<file path="src/sv/equity_series_risk_metrics_defines.svh">
// Assertion macros for the equity series risk metrics block.
`ifndef EQUITY_SERIES_RISK_METRICS_DEFINES_SVH
`define EQUITY_SERIES_RISK_METRICS_DEFINES_SVH
`ifndef SYNTH
`define ESRM_ASSERT(lbl, prop, msg) \
  lbl: assert property (@(posedge clk_i) disable iff (!rst_ni) (prop)) else $error(msg);
`define ESRM_ASSERT_NEXT(lbl, pre, post, msg) \
  lbl: assert property (@(posedge clk_i) disable iff (!rst_ni) (pre) |=> (post)) else $error(msg);
`else
`define ESRM_ASSERT(lbl, prop, msg)
`define ESRM_ASSERT_NEXT(lbl, pre, post, msg)
`endif
`endif

</file>
<file path="src/sv/esrm_pkg.sv">
`default_nettype none
package esrm_pkg;

  localparam int EQ_W             = 32;
  localparam int RET_W            = 32;
  localparam int DD_W             = 25;
  localparam int CNT_OUT_W        = 21;
  localparam int BPY_W            = 20;
  localparam int RSUM_W           = 52;
  localparam int DIV_W            = 64;
  localparam int ROOT_W           = 32;
  localparam int ANN_W            = 27;
  localparam int DD_FRAC          = 24;
  localparam int TOT_FRAC         = 16;
  localparam int COUNT_BITS_DEF   = 20;
  localparam int RET_FRAC_DEF     = 24;

  localparam logic [BPY_W-1:0] BPY_RESET = 20'd252;
  localparam logic [DD_W-1:0]  DD_ONE    = 25'h1000000;

  typedef enum logic [4:0] {
    OP_NONE,
    OP_LOAD,
    OP_RET_DIV,
    OP_RET_SAT,
    OP_RET_SQ,
    OP_RET_ACC,
    OP_DD_DIV,
    OP_DD_UPD,
    OP_TOT_DIV,
    OP_TOT_UPD,
    OP_ANN_SQRT,
    OP_ANN_UPD,
    OP_MEAN_DIV,
    OP_MEAN_SAT,
    OP_MEAN_SQ,
    OP_EX2_DIV,
    OP_VAR_SQRT,
    OP_SHP_MUL,
    OP_SHP_DIV,
    OP_SHP_UPD,
    OP_DSQ_DIV,
    OP_DEV_SQRT,
    OP_SRT_MUL,
    OP_SRT_DIV,
    OP_SRT_UPD,
    OP_EMIT
  } op_e;

  typedef enum logic [4:0] {
    S_IDLE,
    S_RET_DIV,
    S_RET_SAT,
    S_RET_SQ,
    S_RET_ACC,
    S_DD_DIV,
    S_DD_UPD,
    S_TOT_DIV,
    S_TOT_UPD,
    S_ANN_SQRT,
    S_ANN_UPD,
    S_MEAN_DIV,
    S_MEAN_SAT,
    S_MEAN_SQ,
    S_EX2_DIV,
    S_VAR_SQRT,
    S_SHP_MUL,
    S_SHP_DIV,
    S_SHP_UPD,
    S_DSQ_DIV,
    S_DEV_SQRT,
    S_SRT_MUL,
    S_SRT_DIV,
    S_SRT_UPD,
    S_EMIT,
    S_WAIT
  } state_e;

  typedef struct packed {
    op_e op;
  } dp_cmd_t;

  typedef struct packed {
    logic busy;
    logic done;
    logic last;
    logic out_free;
  } dp_status_t;

  function automatic logic signed [RET_W-1:0] sat32(input logic neg,
                                                    input logic [DIV_W-1:0] q);
    logic signed [RET_W-1:0] res;
    if (!neg) begin
      if (q > DIV_W'(32'h7FFFFFFF)) res = 32'sh7FFFFFFF;
      else res = signed'(q[RET_W-1:0]);
    end else begin
      if (q > DIV_W'(32'h80000000)) res = 32'sh80000000;
      else res = signed'(-q[RET_W-1:0]);
    end
    return res;
  endfunction

  function automatic logic [DIV_W-1:0] sat_add64(input logic [DIV_W-1:0] a,
                                                 input logic [DIV_W-1:0] b);
    logic [DIV_W:0] s;
    s = {1'b0, a} + {1'b0, b};
    return s[DIV_W] ? '1 : s[DIV_W-1:0];
  endfunction

endpackage
`default_nettype wire

</file>
<file path="src/sv/esrm_ctrl.sv">
`default_nettype none
`include "equity_series_risk_metrics_defines.svh"
module esrm_ctrl (
  input  wire logic                 clk_i,
  input  wire logic                 rst_ni,
  input  wire logic                 in_valid_i,
  output logic                      in_ready_o,
  input  wire esrm_pkg::dp_status_t status_i,
  output esrm_pkg::dp_cmd_t         cmd_o
);
  import esrm_pkg::*;

  state_e state_q, state_d, ret_q, ret_d;

  always_ff @(posedge clk_i or negedge rst_ni) begin
    if (!rst_ni) begin
      state_q <= S_IDLE;
      ret_q   <= S_IDLE;
    end else begin
      state_q <= state_d;
      ret_q   <= ret_d;
    end
  end

  always_comb begin
    state_d    = state_q;
    ret_d      = ret_q;
    cmd_o.op   = OP_NONE;
    in_ready_o = 1'b0;
    case (state_q)
      S_IDLE: begin
        in_ready_o = 1'b1;
        if (in_valid_i) begin
          cmd_o.op = OP_LOAD;
          state_d  = S_RET_DIV;
        end
      end
      S_RET_DIV: begin
        cmd_o.op = OP_RET_DIV;
        state_d  = S_WAIT;
        ret_d    = S_RET_SAT;
      end
      S_RET_SAT: begin
        cmd_o.op = OP_RET_SAT;
        state_d  = S_RET_SQ;
      end
      S_RET_SQ: begin
        cmd_o.op = OP_RET_SQ;
        state_d  = S_RET_ACC;
      end
      S_RET_ACC: begin
        cmd_o.op = OP_RET_ACC;
        state_d  = S_DD_DIV;
      end
      S_DD_DIV: begin
        cmd_o.op = OP_DD_DIV;
        state_d  = S_WAIT;
        ret_d    = S_DD_UPD;
      end
      S_DD_UPD: begin
        cmd_o.op = OP_DD_UPD;
        state_d  = status_i.last ? S_TOT_DIV : S_IDLE;
      end
      S_TOT_DIV: begin
        cmd_o.op = OP_TOT_DIV;
        state_d  = S_WAIT;
        ret_d    = S_TOT_UPD;
      end
      S_TOT_UPD: begin
        cmd_o.op = OP_TOT_UPD;
        state_d  = S_ANN_SQRT;
      end
      S_ANN_SQRT: begin
        cmd_o.op = OP_ANN_SQRT;
        state_d  = S_WAIT;
        ret_d    = S_ANN_UPD;
      end
      S_ANN_UPD: begin
        cmd_o.op = OP_ANN_UPD;
        state_d  = S_MEAN_DIV;
      end
      S_MEAN_DIV: begin
        cmd_o.op = OP_MEAN_DIV;
        state_d  = S_WAIT;
        ret_d    = S_MEAN_SAT;
      end
      S_MEAN_SAT: begin
        cmd_o.op = OP_MEAN_SAT;
        state_d  = S_MEAN_SQ;
      end
      S_MEAN_SQ: begin
        cmd_o.op = OP_MEAN_SQ;
        state_d  = S_EX2_DIV;
      end
      S_EX2_DIV: begin
        cmd_o.op = OP_EX2_DIV;
        state_d  = S_WAIT;
        ret_d    = S_VAR_SQRT;
      end
      S_VAR_SQRT: begin
        cmd_o.op = OP_VAR_SQRT;
        state_d  = S_WAIT;
        ret_d    = S_SHP_MUL;
      end
      S_SHP_MUL: begin
        cmd_o.op = OP_SHP_MUL;
        state_d  = S_SHP_DIV;
      end
      S_SHP_DIV: begin
        cmd_o.op = OP_SHP_DIV;
        state_d  = S_WAIT;
        ret_d    = S_SHP_UPD;
      end
      S_SHP_UPD: begin
        cmd_o.op = OP_SHP_UPD;
        state_d  = S_DSQ_DIV;
      end
      S_DSQ_DIV: begin
        cmd_o.op = OP_DSQ_DIV;
        state_d  = S_WAIT;
        ret_d    = S_DEV_SQRT;
      end
      S_DEV_SQRT: begin
        cmd_o.op = OP_DEV_SQRT;
        state_d  = S_WAIT;
        ret_d    = S_SRT_MUL;
      end
      S_SRT_MUL: begin
        cmd_o.op = OP_SRT_MUL;
        state_d  = S_SRT_DIV;
      end
      S_SRT_DIV: begin
        cmd_o.op = OP_SRT_DIV;
        state_d  = S_WAIT;
        ret_d    = S_SRT_UPD;
      end
      S_SRT_UPD: begin
        cmd_o.op = OP_SRT_UPD;
        state_d  = S_EMIT;
      end
      S_EMIT: begin
        if (status_i.out_free) begin
          cmd_o.op = OP_EMIT;
          state_d  = S_IDLE;
        end
      end
      S_WAIT: begin
        if (status_i.done) begin
          state_d = ret_q;
        end
      end
      default: begin
        state_d = S_IDLE;
      end
    endcase
  end

  `ESRM_ASSERT(a_wait_unit, state_q != S_WAIT || status_i.busy || status_i.done, "wait without unit")
  `ESRM_ASSERT_NEXT(a_load_next, cmd_o.op == OP_LOAD, state_q == S_RET_DIV, "load not followed")
  `ESRM_ASSERT(a_ready_idle, !in_ready_o || state_q == S_IDLE, "ready outside idle")
endmodule
`default_nettype wire

</file>
<file path="config.mk">
export PLATFORM = sky130hd
export DESIGN_NAME = esrm_ctrl
export DESIGN_NICKNAME = d
export VERILOG_FILES = /design/src/sv/esrm_pkg.sv /design/src/sv/esrm_ctrl.sv
export VERILOG_INCLUDE_DIRS = /design/src /design/src/sv
export SDC_FILE = /design/constraint.sdc
export NUM_CORES = 1
export LEC_CHECK = 0
export ABC_AREA = 1
export BUFFER_PORTS_ARGS = -buffer_cell sky130_fd_sc_hd__buf_2
export CORE_MARGIN = 4
export CORE_UTILIZATION = 39
export CTS_CLUSTER_SIZE = 14
export DETAILED_ROUTE_END_ITERATION = 8
export GPL_TIMING_DRIVEN = 0
export SLEW_MARGIN = 20
export SYNTH_ARGS = -nofsm -noshare
export SYNTH_HDL_FRONTEND = slang
export SYNTH_SLANG_ARGS = --single-unit
export TNS_END_PERCENT = 20
</file>
<file path="constraint.sdc">
create_clock -name clk_i -period 2 [get_ports clk_i]
set_input_delay 0.1 -clock clk_i [delete_from_list [all_inputs] [get_ports clk_i]]
set_output_delay 0.1 -clock clk_i [all_outputs]
set_load 0.02 [all_outputs]
</file>
# [Word level (Yosys, flattened, before mapping)]
# Index checks and enable logic that the tools add are counted.
# Widths: inputs -> output; s select.
[word_totals] word_cells=44 ramBits=0 regBits=10 latchBits=0 romBits=0 output_inout_bits=6 n_memories=0
[op_classes] n_reduce_logical=4 muxes=10 n_mul=0 order_cmp=0 n_eq_ne=28 bitwise_logic=0 shift=0 div=0 n_addsub=0
[op_table] operator="$pmux 5 s25" count=1
[op_table] operator="$pmux 5 s16" count=1
[op_table] operator="$pmux 5 s11" count=1
[op_table] operator="$eq 5x5->1 const B" count=10
[op_table] operator="$eq 5x4->1 const B" count=8
[op_table] operator="$eq 5x3->1 const B" count=4
[op_table] operator="$mux 5" count=4
[op_table] operator="$reduce_bool 11->1" count=1
[op_table] operator="$reduce_or 11->1" count=1
[op_table] operator="$eq 5x2->1 const B" count=2
[op_table] operator="$ne 2x2->1 const B" count=3
[op_table] operator="$eq 5x1->1 const B" count=1
[op_table] operator="$logic_not 5->1" count=1
[op_table] operator="$mux 3" count=1
[op_table] operator="$reduce_and 3->1" count=1
[op_table] operator="$mux 1" count=2

# [Logic depth before layout (Yosys ltp)]
# Gate-level depths: netlist of run 1.
[depth] word_depth=3 ltp_mapped=11 mapped_depth_nobuf=11

# [Worst setup path before layout of run 1]
# Ideal clock, no wire load.
[synth_timing] path_kind="register to register" startpoint="reg state_q[3]" endpoint="reg state_q[0]" path_buffers=0 path_stages_with_launch=9 arrival_time_ns=1.358 setup_ns=0.116 required_time_ns=1.884 slack_ns=0.526 synth_period_minus_slack_ns=1.474 cell_sequence="dfrtp_1 -> nor2_1 -> inv_2 -> nor2_4 -> inv_1 -> nor2_1 -> nor2_2 -> nand2_1 -> nand2_1"
[synth_via] elab_chain_cells=3
[synth_rtl] element="start, declared" line="esrm_ctrl.sv:13" text="state_e state_q, state_d, ret_q, ret_d;"
[synth_rtl] element="start signal, assigned" line="esrm_ctrl.sv:20" text="state_q <= state_d;"
[synth_rtl] element="$eq 5x5->1 (tied with other cells)" line="esrm_ctrl.sv:30" text="case (state_q)"
[synth_rtl] element="$reduce_or 11->1 (no source line) or $ne 2x2->1 (tied branches)"
[synth_rtl] element="$pmux 5 s16 or $reduce_and 3->1 (tied branches)"
# Several ways; a longest one is shown, not always the timed one.
# A chain may end at the register's enable or synchronous reset.

==> results.ini, run 1 <==
[worst_setup_path]
path_buf_inv = 3
r2r_setup_slack_ns = 0.37
critPathKind = reg -> out
crit_top_cell = buf_2
endpoint = cmd_o[3]
max_stage_delay_ns = 0.33
r2r_cells = 9
critPathLaunch = state_q[4]
cpMaxStageDelayCell = dfrtp_1
worstReg2RegEnd = state_q[3]
crit_cells = 7
start_kind = flip-flop
setup.worst_path.end_class = output pin
rr_startpoint = state_q[1]
arrival_ns = 1.76
crit_family = simple AND/OR/NAND/NOR gates
cp.required_ns = 1.90
cp_max_fo = 9
cp_cell_sequence = buf_2 -> inv_2 -> nand2_1 -> nor2_1 -> nor4_1 -> nand3_1 -> buf_2

[sta]
final.setup.tns_ns = 0
clock.fmax_mhz = 538.1
slew_viol_final = 0
grt_setup_unrepaired = no
fin_skew_ns = 0.002816
fin_crit_sh_pct = 92.91
worst_slew_pin_slew_ns = 0.3280
maxSlewHeadroom_pct = 78.14
layout_min_cycle_time_ns = 1.858
hold_viol_final = 0
setup_violations = 0

[power]
p_leak_uw = 0.0006552
intPower_uw = 877.8
power_frac_seq_pct = 18.3
power_frac_comb_pct = 72.7
power.share.switching_pct = 57.80
peakVddDrop_mv = 1.005
clkPwrFrac_pct = 8.9
power_per_cell_area_mw_per_mm2 = 1803
p_switching_uw = 1202

[cts]
cts_root_buffer = clkbuf_4
cts_tree = done
htree_levels = 1
numCtsBuffers = 3
worstSkewPairLatency_ns = 0.27
path_clk_slew_ns = 0.07
cts.sinks = 10
clk_path_buf_depth = 2

[logic_synthesis]
synth_area_sq_mm = 0.001008
syn_nets = 169
ys.flop_type = dfrtp_1
synth_cells = 162
async_flop_share_pct = 100.0
ys_seq_area_share_pct = 24.81
avgSynthCellArea_sq_um = 6.225
ys_types = 28
synth_seq_cells = 10
yosys_warnings = 0
synth-edff-count = 0

[place]
placed_area_sq_mm = 0.001101
place_congestion = 0.9144
portBuffers = 11
hpwl_um = 2388

[global_routing]
grt_pass1_vias = 1141
antenna_found_initial = 0
grt_usage_pct = 18.86
grt_max_degree = 11
grt_remaining_overflow = 0
grt_pass1_wl_um = 4974

[die]
start_util_pct = 40.71
io_pins = 13
die-area_sq_mm = 0.003463
coreArea_sq_mm = 0.002477
die_h_um = 58.85
rows = 18
die_x_um = 58.85

[cells_and_area]
final_cell_mix = nand2_1 (41), nor2_1 (22), inv_1 (17)
final_area_sq_mm = 0.001154
final_common_cell = nand2_1
num_antenna_cells = 0
fillers = 280
drive_gt1_share_pct = 25.28
layout.nets = 186
areaGrowthSynthToFinish_pct = 14.39

[routing]
route.detailed.drc = 0
wl_um = 2998
vias = 1167
drt_iter0_markers = 82
via_per_inst = 5.611
ant_nets = 0
firstDrtPassIters = 4
avgRoutedWirePerCell_um = 14.41

[run_status]
status = finished, final reports clean

[worst_hold_path]
hold_path.class = in -> reg

[flow_run]
cap_violations = 0

per-layer routing:
layer | vias to the layer above | wire (um) | share of wire, % | track usage [%]
met5 | - | 0 | 0 | 0
met4 | 0 | 59 | 2.0 | 7.767
met3 | 10 | 247 | 8.2 | 3.070
met2 | 61 | 1369 | 46 | 29.18
met1 | 529 | 1320 | 44 | 25.98
li1 | 567 | - | - | -
synthesized netlist by cell type (2+ instances only):
| library cell | number | share of area, % |
|---|---|---|
| o21ai_1 | 2 | 0.99 |
| nor2_2 | 3 | 1.9 |
| nand4_1 | 10 | 6.2 |
| nor3_1 | 7 | 3.5 |
| inv_1 | 17 | 6.3 |
| nand3_2 | 3 | 3.0 |
| buf_2 | 2 | 0.99 |
| nand3_1 | 8 | 4.0 |
| nand2_4 | 4 | 4.5 |
| nand2_1 | 41 | 15 |
| nand2_2 | 2 | 1.2 |
| a21oi_1 | 2 | 0.99 |
| o21ai_0 | 8 | 4.0 |
| nor2_1 | 24 | 8.9 |
| nor2_4 | 2 | 2.2 |
| inv_2 | 6 | 2.2 |
| dfrtp_1 | 10 | 25 |
power by group through the flow:
stage / combinational, uW / sequential [uW] / clock (uW)
CTS: 1490 / 371 / 191
floorplan: 1130 / 357 / 0
finish: 1510 / 381 / 186
global placement: 1470 / 373 / 0
detailed placement: 1480 / 374 / 0
global route: 1690 / 390 / 204
state kept, by name, summed over array words and instances (netlist names):
signal	count
state_q	5
ret_q	5
logic make-up (layout without fill, tap and decap cells):
group                  after synthesis  in the layout  share of synthesized area, %
DFF                                 10             10                         24.81
and+or+nand+nor                    108            108                         54.22
AOI/OAI and AO/OA                   17             17                         10.05
buffers and inverters               27             43                         10.92
how the worst min path moves through the flow:
stage,end,cells past startpoint,from,slack (ns)
2_1_floorplan,ret_q[0],0,rst_ni,-0.20
3_3_place_gp,state_q[0],1,rst_ni,-0.03
3_5_place_dp,state_q[0],1,rst_ni,-0.03
4_1_cts,state_q[0],3,status_i[2],0.09
5_1_grt,state_q[0],3,status_i[2],0.09
6_report,state_q[0],3,status_i[2],0.09
repair_timing:
item,CTS,global route
endpoints found under the setup margin,0,4
resized for setup,0,3
endpoints found under the hold margin,10,0
hold buffers,1,0
setup buffers,0,0
worst reg2reg max path, cell delays in order, from the launching register on:
cell and delay (ns):
dfrtp_1 0.43, inv_1 0.13, nand2_1 0.10, inv_1 0.19, nand3_2 0.12, or2_2 0.30
nand2_2 0.08, nor2_2 0.06, nand2_1 0.07, nand2_1 0.05
metrics by stage:
step	util (%)	setup slack (ns)	hold slack [ns]	cells	power (uW)
final	46.57	0.1418	0.09195	208	2080
after global routing	46.57	0.04559	0.09439	208	2281
after CTS	46.31	0.07804	0.09114	208	2056
after detailed placement	44.44	0.3591	-0.02652	203	1858
after global placement	44.44	0.3266	-0.02693	203	1839
after floorplan	-	0.5259	-0.1956	162	1490
cell type report:
type / instances / area (sq um) / area share [%]
clock buffer: 4 / 36.28 / 3.145
timing repair buffer: 12 / 65.06 / 5.640
inverter: 24 / 92.59 / 8.026
tap: 30 / 37.54 / 3.254
sequential: 10 / 251.5 / 21.80
buffer: 3 / 17.52 / 1.518
multi-input combinational: 125 / 653.1 / 56.62
No activity file was read; power rests on OpenSTA's default activity.
==> run 2: changes to the inputs <==
--- a/config.mk
+++ b/config.mk
@@ -8,8 +8,10 @@
 export LEC_CHECK = 0
 export ABC_AREA = 1
 export BUFFER_PORTS_ARGS = -buffer_cell sky130_fd_sc_hd__buf_2
+export CORE_ASPECT_RATIO = 0.7
 export CORE_MARGIN = 4
 export CORE_UTILIZATION = 39
+export CTS_BUF_LIST = sky130_fd_sc_hd__clkbuf_16
 export CTS_CLUSTER_SIZE = 14
 export DETAILED_ROUTE_END_ITERATION = 8
 export GPL_TIMING_DRIVEN = 0
==> run 2 against run 1 <==
  * Flip-flop and latch count unchanged
  * Die area grew 0.38%
  * Maximum frequency down 3.0%
  * Register-to-register slack got worse by 0.02 ns
  * Cell count grew 1.9%
  * Highest routed layer unchanged
==> results.ini, run 2 (same netlist as run 1, synthesis figures left out) <==
[global_routing]
grt_pass1_vias = 1056  ; -7.4%
grt_usage_pct = 18.83  ; -0.024 points
grt_pass1_wl_um = 4830  ; -2.9%
grt_remaining_overflow = 0  ; unchanged
grt_max_degree = 11  ; unchanged
antenna_found_initial = 0  ; unchanged

[routing]
dr.max_layer_used = met4
wl_met1_um = 1377  ; +4.3%
firstDrtPassIters = 4  ; unchanged
drt_iter0_markers = 87  ; +6.1%
wl_um = 2989  ; -0.30%
via_per_inst = 5.575  ; -0.63%
route.detailed.drc = 0  ; unchanged
avgRoutedWirePerCell_um = 14.10  ; -2.2%
wl_met2_um = 1259  ; -8.0%
vias = 1182  ; +1.3%
ant_nets = 0  ; unchanged
wl_met3_um = 311  ; +26%

[power]
p_switching_uw = 1212  ; +0.80%
p_leak_uw = 0.0006728  ; +2.7%
power_uw = 2239  ; +7.6%
power_frac_comb_pct = 66.6  ; -6.1 points
power.share.switching_pct = 54.13  ; -3.7 points
clkPwrFrac_pct = 15.8  ; +6.9 points
power_frac_seq_pct = 17.5  ; -0.8 points
power_per_cell_area_mw_per_mm2 = 1872  ; +3.8%
peakVddDrop_mv = 0.6597  ; -34%
intPower_uw = 1027  ; +17%

[sta]
worst_slew_pin_slew_ns = 0.4081  ; +0.08014 ns
final.setup.tns_ns = 0  ; unchanged
grt_setup_unrepaired = no
layout_min_cycle_time_ns = 1.915  ; +0.05658 ns
slew_viol_final = 0  ; unchanged
fin_crit_sh_pct = 95.74  ; +2.8 points
setup_violations = 0  ; unchanged
clock.fmax_mhz = 522.2  ; -3.0%
fin_skew_ns = 0.002769  ; -0.00004774 ns
hold_viol_final = 0  ; unchanged
maxSlewHeadroom_pct = 72.69  ; -5.4 points

[cells_and_area]
top_regs = ret_q x5, state_q x5
drive_gt1_share_pct = 23.60  ; -1.7 points
final_cell_mix = nand2_1 (41), nor2_1 (24), inv_1 (17)
layout.nets = 186  ; unchanged
final_common_cell = nand2_1
num_antenna_cells = 0  ; unchanged
areaGrowthSynthToFinish_pct = 18.61

[cts]
path_clk_slew_ns = 0.04  ; -0.03 ns
htree_levels = 1  ; unchanged
cts_tree = done
post_cts_buffers = 0  ; unchanged
numCtsBuffers = 3  ; unchanged
clk_path_buf_depth = 2  ; unchanged
cts_root_buffer = clkbuf_16
worstSkewPairLatency_ns = 0.24  ; -0.03 ns
cts.sinks = 10  ; unchanged

[worst_hold_path]
hold_path.class = in -> reg

[place]
portBuffers = 11  ; unchanged
hpwl_um = 2388  ; about the same
place_congestion = 0.9450  ; +3.3%

[run_status]
status = finished, final reports clean

[worst_setup_path]
cp.required_ns = 1.90  ; about the same
critPathKind = reg -> out
setup.worst_path.end_class = output pin
start_kind = flip-flop
r2r_setup_slack_ns = 0.35  ; -0.02 ns
arrival_ns = 1.81  ; +0.05 ns
cp_max_fo = 5  ; -4

[flow_run]
cap_violations = 0  ; unchanged

[die]
die_h_um = 50.55  ; -14%
rows = 15  ; -3
die_x_um = 68.78  ; +17%
die-area_sq_mm = 0.003476  ; +0.38%
start_util_pct = 41.02  ; +0.31 points
io_pins = 13  ; unchanged
coreArea_sq_mm = 0.002459  ; -0.76%

## run 2: cell types whose count changed in the layout (fill, tap and decap cells not counted), sizes merged
| cell | before | now |
|---|---|---|
| clkbuf | 4 | 3 |
| clkinv | 0 | 1 |
## run 2: path summary, 6_finish.rpt
path | startpoint | end | cells after the start
max in group asynchronous | rst_ni | state_q[3] | 2
min in group asynchronous | rst_ni | ret_q[3] | 2
max | state_q[1] | cmd_o[4] | 8
min reg2reg | ret_q[1] | ret_q[1] | 2
min | status_i[2] | state_q[0] | 3
max reg2reg | state_q[1] | state_q[3] | 9
## run 2: layout make-up
cell class | count | area (sq um)
buffer | 3 | 17.52
clock buffer | 3 | 75.07
clock inverter | 1 | 3.754
fill | 254 | 1262
inverter | 24 | 92.59
multi-input combinational | 125 | 648.1
sequential | 10 | 251.5
tap | 34 | 42.54
timing repair buffer | 12 | 65.06
## run 2: worst max-delay path: stages, from the launching register on
cell,delay (ns)
dfrtp_1,0.44
inv_1,0.11
nand2_1,0.12
inv_1,0.13
nand2_1,0.20
nand2_1,0.08
nor2_1,0.20
o2111ai_1,0.13
buf_2,0.18
## run 2: metal layers
layer | up-vias | track usage, %
met5 | - | 0
met4 | 0 | 3.883
met3 | 10 | 4.922
met2 | 72 | 26.78
met1 | 527 | 28.26
li1 | 573 | -
## run 2: through the flow
step	std cells	setup slack (ns)	hold slack [ns]	util, %	instance area, sq um
after global routing	212	0.007770	0.1502	48.65	1196
after global placement	207	0.3245	-0.03122	44.99	1106
after floorplan	162	0.5259	-0.1956	-	1008
final	212	0.08517	0.1286	48.65	1196
after detailed placement	207	0.3636	-0.02636	44.99	1106
after CTS	212	0.1052	0.1299	48.60	1195
## run 2: repair_timing
| item | 4_1_cts | 5_1_grt |
|---|---|---|
| gates resized for setup | 0 | 1 |
| setup endpoints to repair | 0 | 3 |
| hold endpoints to repair | 10 | 0 |
| hold buffers | 1 | 0 |
## run 2: power groups by stage
stage / Sequential, uW / Clock [uW] / Combinational, uW
2_1_floorplan: 357 / 0 / 1130
3_3_place_gp: 386 / 0 / 1470
4_1_cts: 383 / 362 / 1480
5_1_grt: 399 / 377 / 1660
6_report: 392 / 355 / 1490
3_5_place_dp: 384 / 0 / 1470
==> run 3: changes to the inputs <==
--- a/config.mk
+++ b/config.mk
@@ -11,7 +11,6 @@
 export CORE_ASPECT_RATIO = 0.7
 export CORE_MARGIN = 4
 export CORE_UTILIZATION = 39
-export CTS_BUF_LIST = sky130_fd_sc_hd__clkbuf_16
 export CTS_CLUSTER_SIZE = 14
 export DETAILED_ROUTE_END_ITERATION = 8
 export GPL_TIMING_DRIVEN = 0
==> run 3 against run 2 <==
  * Combinational power about the same
  * Non-clock buffer count unchanged
  * Global-route usage unchanged
  * Register-to-register slack about the same
  * Die area unchanged
  * Critical path depth unchanged
  * Hold slack got worse by 0.0022 ns
  * Maximum frequency increased by 1.5%
  * Largest cell class unchanged
  * Highest routed layer unchanged
==> results.ini, run 3 (same netlist as run 1, synthesis figures left out) <==
[cells_and_area]
final_cell_mix = nand2_1 (41), nor2_1 (23), inv_1 (17)
num_antenna_cells = 0  ; unchanged
final_common_cell = nand2_1
drive_gt1_share_pct = 24.72  ; +1.1 points
layout.nets = 186  ; unchanged
areaGrowthSynthToFinish_pct = 16.50
postLayoutCoreUtil_pct = 47.79  ; -0.87 points
top_regs = ret_q x5, state_q x5

[worst_setup_path]
path_buf_inv = 3  ; unchanged
cp.required_ns = 1.90  ; about the same
crit_top_cell = nand2_1
cpMaxStageDelayCell = dfrtp_1
crit_family = simple AND/OR/NAND/NOR gates
r2r_setup_slack_ns = 0.36  ; about the same
start_kind = flip-flop
rr_startpoint = state_q[1]
setup.worst_path.end_class = output pin
cp_cell_sequence = inv_1 -> nand2_1 -> inv_1 -> nand2_1 -> nand2_1 -> nor2_1 -> o2111ai_1 -> buf_2
max_stage_delay_ns = 0.44  ; about the same
r2r_cells = 9  ; unchanged
cp_max_fo = 5  ; unchanged
worstReg2RegEnd = state_q[3]
arrival_ns = 1.79  ; -0.02 ns
critPathKind = reg -> out

[die]
rows = 15  ; unchanged
die_h_um = 50.55  ; unchanged
start_util_pct = 41.02  ; unchanged
die-area_sq_mm = 0.003476  ; unchanged
die_x_um = 68.78  ; unchanged
io_pins = 13  ; unchanged
coreArea_sq_mm = 0.002459  ; unchanged

[cts]
post_cts_buffers = 0  ; unchanged
path_clk_slew_ns = 0.05  ; about the same
cts_root_buffer = clkbuf_8
clk_path_buf_depth = 2  ; unchanged
worstSkewPairLatency_ns = 0.24  ; about the same
cts_tree = done
cts.sinks = 10  ; unchanged
numCtsBuffers = 3  ; unchanged
htree_levels = 1  ; unchanged

[worst_hold_path]
hold_path.class = in -> reg
min_path_cells = 3  ; unchanged
hold_start = status_i[2]
hold_end = state_q[0]

[place]
portBuffers = 11  ; unchanged
place_congestion = 0.9450  ; unchanged
dpl_worst_slack_ns = 0.3636  ; unchanged
hpwl_um = 2388  ; unchanged

[global_routing]
grt_remaining_overflow = 0  ; unchanged
antenna_found_initial = 0  ; unchanged
grt_pass1_wl_um = 4836  ; +0.12%
grt_usage_pct = 18.83  ; unchanged
grt_pass1_vias = 1057  ; +0.095%
grt_max_degree = 11  ; unchanged

[run_status]
status = finished, final reports clean

[sta]
clock.fmax_mhz = 530.0  ; +1.5%
worst_slew_pin_slew_ns = 0.3614  ; -0.04673 ns
grt_setup_unrepaired = no
layout_min_cycle_time_ns = 1.887  ; -0.02792 ns
slew_viol_final = 0  ; unchanged
fin_skew_ns = 0.004770  ; +0.002001 ns
setup_slack_ns = 0.1131  ; +0.02792 ns
hold_viol_final = 0  ; unchanged
setup_violations = 0  ; unchanged
fin_crit_sh_pct = 94.35  ; -1.4 points
final.setup.tns_ns = 0  ; unchanged
maxSlewHeadroom_pct = 75.91  ; +3.2 points

[power]
power.share.switching_pct = 55.95  ; +1.8 points
intPower_uw = 941.0  ; -8.4%
power_frac_comb_pct = 69.6  ; +3.0 points
clkPwrFrac_pct = 12.1  ; -3.7 points
p_switching_uw = 1195  ; -1.4%
p_leak_uw = 0.0006633  ; -1.4%
power_uw = 2136  ; -4.6%
power_frac_seq_pct = 18.3  ; +0.8 points
peakVddDrop_mv = 0.7249  ; +9.9%
power_per_cell_area_mw_per_mm2 = 1818  ; -2.9%

[routing]
route.detailed.drc = 0  ; unchanged
via_per_inst = 5.420  ; -2.8%
drt_iter0_markers = 101  ; +16%
avgRoutedWirePerCell_um = 13.85  ; -1.8%
ant_nets = 0  ; unchanged
wl_um = 2936  ; -1.8%
firstDrtPassIters = 4  ; unchanged
vias = 1149  ; -2.8%

[flow_run]
cap_violations = 0  ; unchanged

## run 3: stage by stage
stage | std cells | instance area [sq um] | hold WS (ns)
floorplan | 162 | 1008 | -0.1956
global placement | 207 | 1106 | -0.03122
detailed placement | 207 | 1106 | -0.02636
CTS | 212 | 1171 | 0.1268
global route | 212 | 1175 | 0.1404
finish | 212 | 1175 | 0.1264
## run 3: power by group through the flow
stage	Clock (uW)	Sequential [uW]	Combinational [uW]
4_1_cts	259	383	1480
6_report	259	391	1490
3_5_place_dp	0	384	1470
3_3_place_gp	0	386	1470
5_1_grt	279	402	1670
2_1_floorplan	0	357	1130
## run 3: area by class of cell
class | count | area [sq um]
plain buffers | 3 | 17.52
clock buffers | 4 | 55.05
fillers | 263 | 1284
inverters | 24 | 92.59
multi-input cells | 125 | 650.6
flip-flops and latches | 10 | 251.5
well taps | 34 | 42.54
repair buffers | 12 | 65.06
## run 3: tightest hold or removal path, cell delays in order
cell and delay, ns:
buf_2 0.07, or2_2 0.11, nand2_1 0.05
## run 3: per-layer routing
| metal | vias to the layer above | track usage, % | wire (um) |
|---|---|---|---|
| met4 | 0 | 4.854 | 43 |
| met2 | 59 | 26.31 | 1212 |
| met3 | 6 | 4.251 | 249 |
| met1 | 510 | 28.67 | 1431 |
| li1 | 574 | - | - |
| met5 | - | 0 | 0 |
## run 3: how the worst max path moves through the flow
stage	cells past startpoint	startpoint	end
floorplan	8	state_q[3]	state_q[0]
global route	8	state_q[1]	cmd_o[4]
finish	8	state_q[1]	cmd_o[4]
detailed placement	8	state_q[3]	cmd_o[4]
CTS	8	state_q[3]	cmd_o[4]
global placement	8	state_q[3]	cmd_o[4]
## run 3: what timing repair did
item,4_1_cts,5_1_grt
hold buffers,1,0
gates resized for setup,0,2
endpoints found under the setup margin,0,3
hold endpoints to repair,10,0
